==> config.mk <==
export PLATFORM = sky130hd
export DESIGN_NAME = smm_ctrl
export DESIGN_NICKNAME = d
export VERILOG_FILES = /design/src/sv/smm_pkg.sv /design/src/sv/smm_ctrl.sv
export SDC_FILE = /design/constraint.sdc
export NUM_CORES = 1
export LEC_CHECK = 0
export ABC_CLOCK_PERIOD_IN_PS = 1490
export BUFFER_PORTS_ARGS = -buffer_cell sky130_fd_sc_hd__buf_4
export CORE_AREA = 2 2 39 41
export CTS_CLUSTER_DIAMETER = 150
export DETAILED_ROUTE_END_ITERATION = 8
export DIE_AREA = 0 0 41 43
export HOLD_SLACK_MARGIN = 0.12
export PLACE_DENSITY = 0.61
export SETUP_SLACK_MARGIN = 0.3
export SLEW_MARGIN = 20
export SYNTH_ARGS = -nofsm -noshare
export SYNTH_HDL_FRONTEND = slang
export SYNTH_SLANG_ARGS = --single-unit
==> constraint.sdc <==
create_clock -name aclk -period 1.49 [get_ports aclk]
set_input_delay 0.0745 -clock aclk [delete_from_list [all_inputs] [get_ports aclk]]
set_output_delay 0.0745 -clock aclk [all_outputs]
set_load 0.01 [all_outputs]
==> src/sv/smm_pkg.sv <==
`default_nettype none
package smm_pkg;

    localparam int REQ_W      = 2;
    localparam int RES_W      = 5;
    localparam int VAL_W      = 24;
    localparam int ADDR_W     = 8;
    localparam int CFG_IDX_W  = 2;
    localparam int CFG_DATA_W = 32;
    localparam int ETA_W      = 16;
    localparam int LIMIT_W    = 32;
    localparam int SUM_W      = 32;
    localparam int DMAG_W     = 24;
    localparam int S_TDATA_W  = 64;
    localparam int M_TDATA_W  = 56;

    localparam logic [REQ_W-1:0] REQ_RESIDUE = 2'd0;
    localparam logic [REQ_W-1:0] REQ_LOAD    = 2'd1;
    localparam logic [REQ_W-1:0] REQ_READ    = 2'd2;

    localparam logic KIND_PRED = 1'b0;
    localparam logic KIND_READ = 1'b1;

    localparam logic [CFG_IDX_W-1:0] CFG_ETA    = 2'd0;
    localparam logic [CFG_IDX_W-1:0] CFG_LAMBDA = 2'd1;
    localparam logic [CFG_IDX_W-1:0] CFG_LIMIT  = 2'd2;
    localparam logic [CFG_IDX_W-1:0] CFG_TRAIN  = 2'd3;

    typedef struct packed {
        logic res_in;
        logic load;
        logic rd_issue;
        logic add;
        logic fin;
        logic sq;
        logic out_pred;
        logic out_read;
        logic sweep_start;
    } cmd_t;

    typedef struct packed {
        logic out_free;
        logic upd;
        logic sweep_busy;
    } sts_t;

endpackage
`default_nettype wire

==> src/sv/smm_ctrl.sv <==
`default_nettype none
module smm_ctrl (
    input  wire logic                     aclk,
    input  wire logic                     aresetn,
    input  wire logic                     s_tvalid,
    output logic                          s_tready,
    input  wire logic [smm_pkg::REQ_W-1:0] req,
    input  wire logic                     last,
    input  wire smm_pkg::sts_t            sts,
    output smm_pkg::cmd_t                 cmd
);
    import smm_pkg::*;

    localparam logic [2:0] ST_IDLE  = 3'd0;
    localparam logic [2:0] ST_RESW  = 3'd1;
    localparam logic [2:0] ST_FIN   = 3'd2;
    localparam logic [2:0] ST_SQ    = 3'd3;
    localparam logic [2:0] ST_DEC   = 3'd4;
    localparam logic [2:0] ST_RDW   = 3'd5;
    localparam logic [2:0] ST_SWEEP = 3'd6;

    logic [2:0] state_reg, state_next;
    logic       last_reg, last_next;
    logic       acc;

    assign s_tready = (state_reg == ST_IDLE);
    assign acc      = s_tvalid & s_tready;

    always_comb begin
        cmd        = '0;
        state_next = state_reg;
        last_next  = last_reg;
        unique case (state_reg)
            ST_IDLE: begin
                if (acc) begin
                    unique case (req)
                        REQ_LOAD: cmd.load = 1'b1;
                        REQ_READ: begin
                            cmd.rd_issue = 1'b1;
                            state_next   = ST_RDW;
                        end
                        REQ_RESIDUE: begin
                            cmd.res_in = 1'b1;
                            last_next  = last;
                            state_next = ST_RESW;
                        end
                        default: ;
                    endcase
                end
            end
            ST_RESW: begin
                cmd.add    = 1'b1;
                state_next = last_reg ? ST_FIN : ST_IDLE;
            end
            ST_FIN: begin
                cmd.fin    = 1'b1;
                state_next = ST_SQ;
            end
            ST_SQ: begin
                cmd.sq     = 1'b1;
                state_next = ST_DEC;
            end
            ST_DEC: begin
                // hold until the output register frees up
                if (sts.out_free) begin
                    cmd.out_pred = 1'b1;
                    if (sts.upd) begin
                        cmd.sweep_start = 1'b1;
                        state_next      = ST_SWEEP;
                    end else begin
                        state_next = ST_IDLE;
                    end
                end
            end
            ST_RDW: begin
                if (sts.out_free) begin
                    cmd.out_read = 1'b1;
                    state_next   = ST_IDLE;
                end
            end
            ST_SWEEP: begin
                if (!sts.sweep_busy) begin
                    state_next = ST_IDLE;
                end
            end
            default: state_next = ST_IDLE;
        endcase
    end

    always_ff @(posedge aclk) begin
        if (!aresetn) begin
            state_reg <= ST_IDLE;
            last_reg  <= 1'b0;
        end else begin
            state_reg <= state_next;
            last_reg  <= last_next;
        end
    end

`ifndef NO_ASSERTIONS
    a_sweep_only_after_update: assert property (@(posedge aclk) disable iff (!aresetn)
        cmd.sweep_start |-> (state_reg == ST_DEC) && sts.upd)
        else $error("sweep started without an update decision");
    a_sweep_holds_input: assert property (@(posedge aclk) disable iff (!aresetn)
        $past(cmd.sweep_start) |-> !s_tready)
        else $error("request taken while weights are being updated");
    a_result_needs_room: assert property (@(posedge aclk) disable iff (!aresetn)
        (cmd.out_pred || cmd.out_read) |-> sts.out_free)
        else $error("result loaded into a full output register");
`endif

endmodule
`default_nettype wire

**Word-level counts from Yosys, hierarchy flattened**

Index checks and enable logic that the tools add are counted.

- Register bits after elaboration: 4
- Input bits: 9
- Output and inout bits: 10
- Word-level logic and storage cells: 42

- Equality and inequality tests: 13
- Muxes and demuxes: 22
- Bitwise operators: 1
- Reductions and logical operators: 4

Operators by type and width:

| kind | count |
|---|---|
| 2-to-1 mux 3 bit | 7 |
| case mux 3 bit (7 select lines) | 1 |
| 2-to-1 mux 1 bit | 12 |
| == test 3 bit (second input constant) | 3 |
| == test 3 x 2 -> 1 bit (second input constant) | 2 |
| inequality test 2 bit (second input constant) | 3 |
| case mux 3 bit (2 select lines) | 1 |
| AND reduction 5 bit | 1 |
| == test 3 x 1 -> 1 bit (second input constant) | 1 |
| zero test 3 bit | 1 |
| inequality test 3 x 1 -> 1 bit (second input constant) | 1 |
| AND reduction 3 bit | 1 |
| == test 2 x 1 -> 1 bit (second input constant) | 1 |
| == test 2 bit (second input constant) | 1 |
| zero test 2 bit | 1 |
| 2-to-1 mux 2 bit | 1 |
| inequality test 2 x 1 -> 1 bit (second input constant) | 1 |
| bitwise AND 1 bit | 1 |

**Logic depth before layout (Yosys ltp)**

Gate-level depths: netlist (run 1).

- Depth after elaboration: 4
- Gate-level depth with buffers: 4
- Gate-level depth less buffers: 3

**Worst setup path after synthesis (run 1)**

Ideal clock, no wire load.

- Path kind: flip-flop to flip-flop
- From: reg state_reg[0]
- To: reg last_reg
- Setup time: 0.072 ns
- Data arrival time: 1.131 ns
- Data required time: 1.418 ns
- Path slack: 0.287 ns
- Stages on the path, launching flop included: 5
- Path through: dfxtp_1 > buf_4 > nor3_4 > and3b_1 > mux2i_1

- Cells in the longest elaborated chain, start to end: 3

Ends and longest elaborated chain:

| item | RTL line | source |
|---|---|---|
| from (decl) | smm_ctrl.sv:22 | `logic [2:0] state_reg, state_next;` |
| from (signal assigned) | smm_ctrl.sv:95 | `state_reg <= state_next;` |
| zero test 3 bit (*) | smm_ctrl.sv:26 | `assign s_tready = (state_reg == ST_IDLE);` |
| named net s_tready | smm_ctrl.sv:6 | `output logic s_tready,` |
| bitwise AND 1 bit | smm_ctrl.sv:27 | `assign acc = s_tvalid & s_tready;` |
| AND reduction 3 bit (no source line) (*) | - |  |
| to (signal assigned) | smm_ctrl.sv:96 | `last_reg <= last_next;` |
| to (decl) | smm_ctrl.sv:23 | `logic last_reg, last_next;` |

Mark *: on every way through the listed nets, which the timed path passes. The rest lies on a longest branch.
A chain may end at the register's enable or synchronous reset.

==> impl_metrics.csv, run 1 <==
group,metric,value,unit
outcome,status,"finished clean",
global_route,groute.usage.overall,12.5,%
final_layout,largest_reg_flops,3,
timing,tns,0,ns
clock_network,cts_buffer_depth,2,
pwr,ir_worst_vdd,0.313,mV
timing,max_freq,810,MHz
timing,rsz0062_at_grt,"true",
global_route,overflow,0,
timing,finalClockSkew,0.00346,ns
timing,hold_violations,0,
synth,yosysWarningCount,0,
clock_network,cts_buffers,3,
pwr,power.internal,0.259,mW
final_layout,seqCellArea,91.3,um^2
drt,via_per_inst,4.63,
pwr,p_switching,0.0951,mW
pwr,total_power,0.354,mW
global_route,grt_pass1_wl,1470,um
synth,synth_ff_type,"dfxtp_1",
critical_path,slowest_delay,0.35,ns
pwr,pwr-share-seq,32.3,%
synth,synthArstFlopShare,0,%
clock_network,cts_sinks,4,
final_layout,multi_input_area,250,um^2
clock_network,clock_latency,0.24,ns
drt,vias,398,
die,rows,14,
global_route,grt_start_max_net_pins,11,
final_layout,area_delta_synth_final,70.7,%
pwr,leakage,0.276,nW
synth,synth_top_cell_by_area,"dfxtp_1",
critical_path,cp.required,1.42,ns
synth,yosysTopAreaCellShare,22.6,%
place,hpwl,598,um
clock_network,clk_transition_reported_paths,0.04,ns
clock_network,cts_root_buffer,"clkbuf_4",
global_route,first_global_vias,367,
drt,routedWlPerCell,10.5,um
critical_path,crit_path_max_fanout,5,
die,die_area,1760,um^2
synth,synth.yosys.seq_area_share,22.6,%
synth,synth-edff-count,0,
synth,syn_area_per_cell,8.23,um^2
final_layout,n_fill_cell,152,
timing,setup_viol,0,
critical_path,slowest_stage,"dfxtp_4",
place,portBuffers,18,
die,io_pins,19,
die,core,1380,um^2
synth,synth_area_leaders,"dfxtp_1, buf_6, mux2i_1",
synth,synth_nets,52,
drt,drc_errors,0,
critical_path,path_class,"reg2out",
critical_path,crit_chain,"nor3_4, and3b_2, buf_6",
drt,drt-initial-drc-count,4,
job,max_cap_violations,0,
worst_hold_path,hold_path_class,"in2reg",
timing,fin_crit_sh,82.8,%
clock_network,h-tree-depth,1,
die,die_w,41,um
critical_path,endpoint_kind,"output pin",
timing,slew_headroom,83.8,%
die,die_h,43,um
synth,synthCells,43,
final_layout,nets,81,
critical_path,startpoint_type,"flop",
pwr,combPwrFrac,28.0,%
drt,routed_wl,905,um
die,start_util,25.6,%
synth,synth_common_cells,"dfxtp_1, nor2_1, a21oi_1, nand2_1, nand2b_1",
place,routabilityCongestion,0.689,
drt,postRouteAntennaNets,0,
pwr,powerDensity,586,nW/um^2
clock_network,cts_tree,"built",
pwr,p_sw_share,26.9,%
timing,final_max_slew_viol_count,0,
critical_path,critical_path_arrival,1.16,ns
synth,ys_ff_latch,4,
timing,min_period,1.23,ns
synth,synth_area,354,um^2
final_layout,n_antenna_cell,0,
synth,synth.distinct_cells,26,
timing,worst_slew_pin_slew,0.241,ns
global_route,antenna_found_initial,0,
drt,first_pass_iters,4,
pwr,clkPwrFrac,39.7,%
final_layout,drive_above_1_share,51.4,%
-- path summary, 6_finish.rpt --
path,from,to,slack [ns],cells past startpoint
setup / recovery,state_reg[0],cmd[8],0.26,3
hold / removal,sts[2],state_reg[0],0.13,3
setup reg to reg,state_reg[0],last_reg,0.34,4
hold reg to reg,last_reg,last_reg,0.46,2
-- worst max-delay path: cells and delay by family (launching register included) --
family,cells,cell delay (ns)
buffers and inverters,1,0.10
AND/OR/NAND/NOR,2,0.47
flip-flops,1,0.35
-- power by group through the flow --
| stage | clock network, mW | registers, mW | logic, mW |
|---|---|---|---|
| floorplan | 0 | 0.116 | 0.0473 |
| global route | 0.152 | 0.115 | 0.110 |
| CTS | 0.147 | 0.115 | 0.0959 |
| global placement | 0 | 0.123 | 0.0737 |
| detailed placement | 0 | 0.123 | 0.0738 |
| finish | 0.141 | 0.115 | 0.0991 |
-- through the flow --
| stage | instances | setup WS [ns] | area [um^2] | utilization (%) | hold slack [ns] |
|---|---|---|---|---|---|
| floorplan | 43 | 0.307 | 355 | - | 0.202 |
| global placement | 74 | 0.265 | 480 | 34.7 | 0.333 |
| detailed placement | 74 | 0.248 | 480 | 34.7 | 0.336 |
| CTS | 84 | 0.238 | 584 | 42.2 | 0.127 |
| global route | 86 | 0.200 | 604 | 43.7 | 0.161 |
| finish | 86 | 0.256 | 604 | 43.7 | 0.134 |
-- cell type report --
type | count | area share (%)
multi-input cells | 34 | 41.4
clock buffers | 3 | 3.73
repair buffers | 27 | 35.2
flip-flops and latches | 4 | 15.1
inverters | 2 | 1.24
well taps | 16 | 3.31
-- logic make-up after synthesis --
logic type,share of synthesized area (%)
AND/OR/NAND/NOR,43.8
flip-flops,22.6
multiplexers,5.65
AO/OA/AOI/OAI,17.3
buffers and inverters,10.6
-- metal layers --
| metal | global-route usage [%] | wire, um |
|---|---|---|
| met5 | 0 | 0 |
| met4 | 10.0 | 23 |
| met3 | 3.14 | 75 |
| met2 | 15.9 | 404 |
| met1 | 16.8 | 402 |
-- layout by cell type (no fill, tap or decap), types with 3 or more instances in the layout --
cell type  count
buf_4         22
nor2_1         4
nand2_1        3
a21oi_1        3
clkbuf_4       3
dfxtp_4        3
-- repair_timing --
item,in CTS,in global routing
cloned,0,0
gates resized for setup,9,1
setup endpoints to repair,12,8
hold buffers,2,0
pin swaps,3,3
setup buffers,5,2
hold endpoints to repair,2,0
Power figures use the tool's default switching activity.
==> run 2: changes to the inputs <==
--- a/config.mk
+++ b/config.mk
@@ -5,7 +5,7 @@
 export SDC_FILE = /design/constraint.sdc
 export NUM_CORES = 1
 export LEC_CHECK = 0
-export ABC_CLOCK_PERIOD_IN_PS = 1490
+export ABC_CLOCK_PERIOD_IN_PS = 1200
 export BUFFER_PORTS_ARGS = -buffer_cell sky130_fd_sc_hd__buf_4
 export CORE_AREA = 2 2 39 41
 export CTS_CLUSTER_DIAMETER = 150
==> constraint.sdc (replaced) <==
create_clock -name aclk -period 1.2 [get_ports aclk]
set_input_delay 0.06 -clock aclk [delete_from_list [all_inputs] [get_ports aclk]]
set_output_delay 0.06 -clock aclk [all_outputs]
set_load 0.01 [all_outputs]
==> impl_metrics.csv, run 2 (synthesis gave the netlist of run 1 again) <==
group,metric,value,unit
outcome,status,"finished with violations",
outcome,violations,"setup timing",
pwr,ir_worst_vdd,0.391,mV
timing,hold_violations,0,
critical_path,reg2reg_from,"state_reg[2]",
pwr,leakage,0.323,nW
final_layout,largest_reg_flops,3,
timing,min_period,1.31,ns
timing,fin_ws,-0.110,ns
die,die_h,43,um
timing,rsz0062_at_grt,"true",
clock_network,cts_root_buffer,"clkbuf_4",
die,die_area,1760,um^2
place,portBuffers,18,
drt,via_per_inst,4.67,
global_route,grt_start_max_net_pins,9,
global_route,grtUsageMet1,15.1,%
critical_path,critical_path_arrival,1.25,ns
die,die_w,41,um
die,core,1380,um^2
final_layout,layout_common_cells,"buf_4, buf_6, nand2b_4, nand2_1, clkbuf_4",
critical_path,crit_chain,"nor3_4, buf_4, and3b_2, buf_6",
die,rows,14,
drt,routedWlPerCell,10.8,um
die,io_pins,19,
global_route,grt_util_met3,2.09,%
global_route,grt_pass1_wl,1510,um
global_route,met2_usage,20.0,%
final_layout,n_fill_cell,122,
global_route,overflow,0,
final_layout,n_antenna_cell,0,
drt,vias,434,
critical_path,cp.depth,4,
global_route,groute.usage.overall,13.0,%
die,start_util,25.6,%
critical_path,cp_top_family,"simple AND/OR/NAND/NOR gates",
critical_path,timing.rr.end,"last_reg",
global_route,busiest_layer,"met2",
clock_network,cts_buffer_depth,2,
global_route,first_global_vias,368,
critical_path,slowest_delay,0.36,ns
clock_network,h-tree-depth,1,
final_layout,layout_commonest_cell,"buf_4",
timing,slew_headroom,85.1,%
job,max_cap_violations,0,
place,placed_cell_area,532,um^2
worst_hold_path,holdPathStages,3,
critical_path,endpoint_kind,"output pin",
worst_hold_path,worstHoldStart,"sts[2]",
clock_network,clock_latency,0.24,ns
drt,drt-initial-drc-count,11,
critical_path,startpoint_type,"flop",
critical_path,crit_path_max_fanout,4,
final_layout,multi_input_area,293,um^2
critical_path,crit_buf_inv,2,
final_layout,nets,88,
drt,routed_wl,1000,um
pwr,powerDensity,662,nW/um^2
final_layout,finalInstanceArea,734,um^2
clock_network,cts_sinks,4,
timing,finalClockSkew,0.00972,ns
critical_path,path_class,"reg2out",
timing,final_max_slew_viol_count,0,
drt,first_pass_iters,4,
worst_hold_path,hold_path_class,"in2reg",
clock_network,cts_buffers,3,
clock_network,clk_transition_reported_paths,0.04,ns
worst_hold_path,whs_endpoint,"state_reg[0]",
critical_path,slowest_stage,"dfxtp_4",
final_layout,area_delta_synth_final,107,%
timing,worst_slew_pin_slew,0.223,ns
timing,fin_crit_sh,109,%
place,hpwl,646,um
global_route,antenna_found_initial,0,
pwr,total_power,0.486,mW
clock_network,cts_tree,"built",
final_layout,drive_above_1_share,64.9,%
drt,drc_errors,0,
drt,postRouteAntennaNets,0,
place,routabilityCongestion,0.686,
critical_path,r2r_slack,-0.05,ns
timing,max_freq,764,MHz
final_layout,seqCellArea,88.8,um^2
timing,setup_viol,8,
critical_path,cp.required,1.14,ns
critical_path,reg2regPathDepth,5,
## run 2: repair_timing
| action | in CTS | in global routing |
|---|---|---|
| pin swaps | 6 | 5 |
| hold endpoints to repair | 3 | 0 |
| gates resized for setup | 12 | 11 |
| hold buffers | 2 | 0 |
| buffers inserted | 7 | 2 |
| endpoints found under the setup margin | 14 | 14 |
## run 2: worst reg2reg max path, stage by stage, from the launching register on
cell,delay [ns]
dfxtp_4,0.36
nor3_4,0.21
buf_4,0.14
and3b_2,0.20
buf_6,0.10
mux2i_1,0.16
## run 2: power by group
group	switching, mW	internal (mW)	leakage, nW
sequential	0.00566	0.136	0.0345
combinational	0.0667	0.109	0.275
clock	0.0568	0.112	0.0138
total	0.129	0.357	0.323
## run 2: per-layer routing
metal / vias to the layer above / wire length [um]
met4: 0 / 5
met2: 22 / 511
met5: - / 0
met3: 2 / 91
met1: 187 / 393
li1: 223 / -
## run 2: per-stage QoR
step	util, %	std cells	setup TNS, ns	setup slack [ns]	hold WS [ns]
floorplan	-	43	0	0.0265	0.180
global placement	38.4	79	0	0.0394	0.316
detailed placement	38.4	79	0	0.0456	0.326
CTS	48.6	91	-0.427	-0.110	0.131
global route	53.1	93	-1.01	-0.161	0.141
finish	53.1	93	-0.460	-0.110	0.144
## run 2: worst max path at each step
stage / start / endpoint / slack [ns]
2_1_floorplan: state_reg[0] / last_reg / 0.03
3_3_place_gp: state_reg[0] / cmd[7] / 0.04
3_5_place_dp: state_reg[0] / cmd[7] / 0.05
4_1_cts: state_reg[0] / cmd[7] / -0.11
5_1_grt: state_reg[0] / cmd[7] / -0.16
6_report: state_reg[2] / cmd[8] / -0.11
## run 2: layout make-up
cell class / instances / share of cell area (%)
clock buffers: 3 / 3.07
inverters: 2 / 1.02
multi-input cells: 34 / 39.9
flip-flops and latches: 4 / 12.1
well taps: 16 / 2.73
repair buffers: 34 / 41.2
==> run 3: changes to the inputs <==
--- a/config.mk
+++ b/config.mk
@@ -5,6 +5,7 @@
 export SDC_FILE = /design/constraint.sdc
 export NUM_CORES = 1
 export LEC_CHECK = 0
+export ABC_AREA = 1
 export ABC_CLOCK_PERIOD_IN_PS = 1200
 export BUFFER_PORTS_ARGS = -buffer_cell sky130_fd_sc_hd__buf_4
 export CORE_AREA = 2 2 39 41
@@ -12,7 +13,8 @@
 export DETAILED_ROUTE_END_ITERATION = 8
 export DIE_AREA = 0 0 41 43
 export HOLD_SLACK_MARGIN = 0.12
-export PLACE_DENSITY = 0.61
+export PLACE_DENSITY = 0.6
+export RECOVER_POWER = 25
 export SETUP_SLACK_MARGIN = 0.3
 export SLEW_MARGIN = 20
 export SYNTH_ARGS = -nofsm -noshare
==> impl_metrics.csv, run 3 <==
group,metric,value,unit
outcome,status,"finished with violations",
outcome,violations,"setup timing",
synth,synth_xor_area_share,0,%
critical_path,critical_path_arrival,1.41,ns
timing,setup_viol,7,
clock_network,h-tree-depth,1,
drt,routedWlPerCell,9.73,um
pwr,powerDensity,1940,nW/um^2
drt,vias,467,
drt,routed_wl,1050,um
synth,synth-edff-count,0,
die,die_area,1760,um^2
critical_path,crit_buf_inv,3,
synth,yosysWarningCount,0,
global_route,antenna_found_initial,0,
timing,finalClockSkew,0.00846,ns
die,rows,14,
critical_path,cp_top_family,"simple AND/OR/NAND/NOR gates",
timing,hold_violations,0,
clock_network,cts_root_buffer,"clkbuf_4",
timing,min_period,1.25,ns
critical_path,path_class,"reg2reg",
synth,synthArstFlopShare,0,%
job,max_cap_violations,0,
clock_network,clock_latency,0.24,ns
global_route,groute.usage.overall,14.0,%
global_route,first_global_vias,437,
place,routabilityCongestion,0.717,
timing,fin_crit_sh,104,%
critical_path,cp.required,1.37,ns
clock_network,cts_tree,"built",
drt,first_pass_iters,4,
timing,tns,-0.158,ns
pwr,ir_worst_vdd,0.980,mV
synth,yosysMostFrequentCell,"inv_1",
final_layout,area_delta_synth_final,126,%
place,hpwl,701,um
final_layout,utilization,54.5,%
synth,yosys.area_share.simple,53.2,%
synth,synth_nets,68,
critical_path,startpoint_type,"flop",
final_layout,layout_common_cells,"buf_4, nand2_1, inv_1",
synth,synth_compound_area_share,5.99,%
timing,worst_slew_pin_slew,0.188,ns
critical_path,reg2reg_from,"state_reg[1]",
global_route,overflow,0,
synth,synth_common_cells,"inv_1, nand2_1, nor2_1",
final_layout,n_antenna_cell,0,
final_layout,instances_no_fill,108,
final_layout,finalInstanceArea,754,um^2
pwr,leakage,0.367,nW
pwr,total_power,1.46,mW
synth,synth.yosys.seq_area_share,24.0,%
synth,synth_area_leaders,"dfxtp_1, inv_1, nand2_1",
synth,synth.area.mux_share,0,%
timing,hold_ws,0.244,ns
synth,synth.distinct_cells,14,
critical_path,crit_path_max_fanout,6,
synth,ys_ff_latch,4,
synth,synth_top_cell_by_area,"dfxtp_1",
synth,yosysTopAreaCellShare,24.0,%
critical_path,slowest_stage,"dfxtp_4",
place,dp_cells,93,
die,core,1380,um^2
drt,drc_errors,0,
timing,fin_ws,-0.0479,ns
timing,max_freq,801,MHz
final_layout,nets,102,
synth,synth_ff_type,"dfxtp_1",
final_layout,largest_reg_flops,3,
clock_network,clk_transition_reported_paths,0.04,ns
synth,synth_top_family_by_area,"simple AND/OR/NAND/NOR gates",
critical_path,slowest_delay,0.35,ns
final_layout,drive_above_1_share,66.3,%
critical_path,crit_chain,"buf_4, buf_8, inv_6, nand2_2, nand2_2, nor2_4, nor2_2, nand2_1, a21oi_2",
synth,synthCells,59,
clock_network,cts_sinks,4,
critical_path,crit_start,"state_reg[1]",
die,die_h,43,um
place,dp_slack,0.0888,ns
place,placed_cell_area,509,um^2
global_route,grt_pass1_wl,1730,um
timing,rsz0062_at_grt,"true",
drt,postRouteAntennaNets,0,
global_route,grt_start_max_net_pins,7,
critical_path,endpoint_kind,"flop",
drt,drt-initial-drc-count,6,
clock_network,cts_buffers,3,
timing,final_max_slew_viol_count,0,
synth,syn_area_per_cell,5.66,um^2
drt,via_per_inst,4.32,
worst_hold_path,hold_path_class,"in2reg",
final_layout,layout_commonest_cell,"buf_4",
timing,slew_headroom,87.4,%
die,io_pins,19,
place,portBuffers,18,
worst_hold_path,worstHoldStart,"sts[2]",
die,start_util,24.1,%
critical_path,cpMostUsedCell,"nand2_2",
clock_network,cts_buffer_depth,2,
die,die_w,41,um
synth,synth_adder_area_share,0,%
synth,synth_area,334,um^2
==> run 3: layout make-up <==
| class | count | area, um^2 |
|---|---|---|
| timing repair buffer | 29 | 249 |
| inverter | 15 | 63.8 |
| sequential | 4 | 91.3 |
| tap | 16 | 20.0 |
| fill | 130 | 629 |
| clock buffer | 4 | 26.3 |
| multi-input combinational | 40 | 304 |
==> run 3: final timing paths <==
check / endpoint / slack, ns / cells after the start
hold / removal: state_reg[1] / 0.24 / 6
setup / recovery: state_reg[1] / -0.05 / 9
hold reg to reg: last_reg / 0.53 / 4
setup reg to reg: state_reg[1] / -0.05 / 9
==> run 3: what timing repair did <==
item | in CTS | in global routing
hold buffers | 2 | 0
pin swaps | 7 | 9
resized for setup | 22 | 15
hold endpoints to repair | 4 | 0
endpoints found under the setup margin | 14 | 14
setup buffers | 6 | 3
==> run 3: kinds of logic after synthesis <==
family                 after synthesis
AND/OR/NAND/NOR                     36
buffers and inverters               15
flip-flops                           4
AO/OA/AOI/OAI                        4
==> run 3: where the power goes <==
part / total [mW] / switching, mW / internal, mW
registers: 0.253 / 0.0603 / 0.193
clock network: 0.181 / 0.0560 / 0.125
logic: 1.03 / 0.538 / 0.488
total: 1.46 / 0.654 / 0.806
==> run 3: worst min-delay path, delay by kind of cell <==
kind / cells / cell delay [ns]
AND/OR/NAND/NOR: 4 / 0.24
AO/OA/AOI/OAI: 1 / 0.05
buffers and inverters: 1 / 0.10
==> run 3: per-layer routing <==
metal  global-route usage [%]  vias up  wire (um)  share of wire, %
met5                        0        -          0                 0
li1                         -      247          -                 -
met1                     17.0      211        419                40
met4                     6.00        0          0                 0
met3                     1.57        0         48               4.6
met2                     23.1        9        582                55
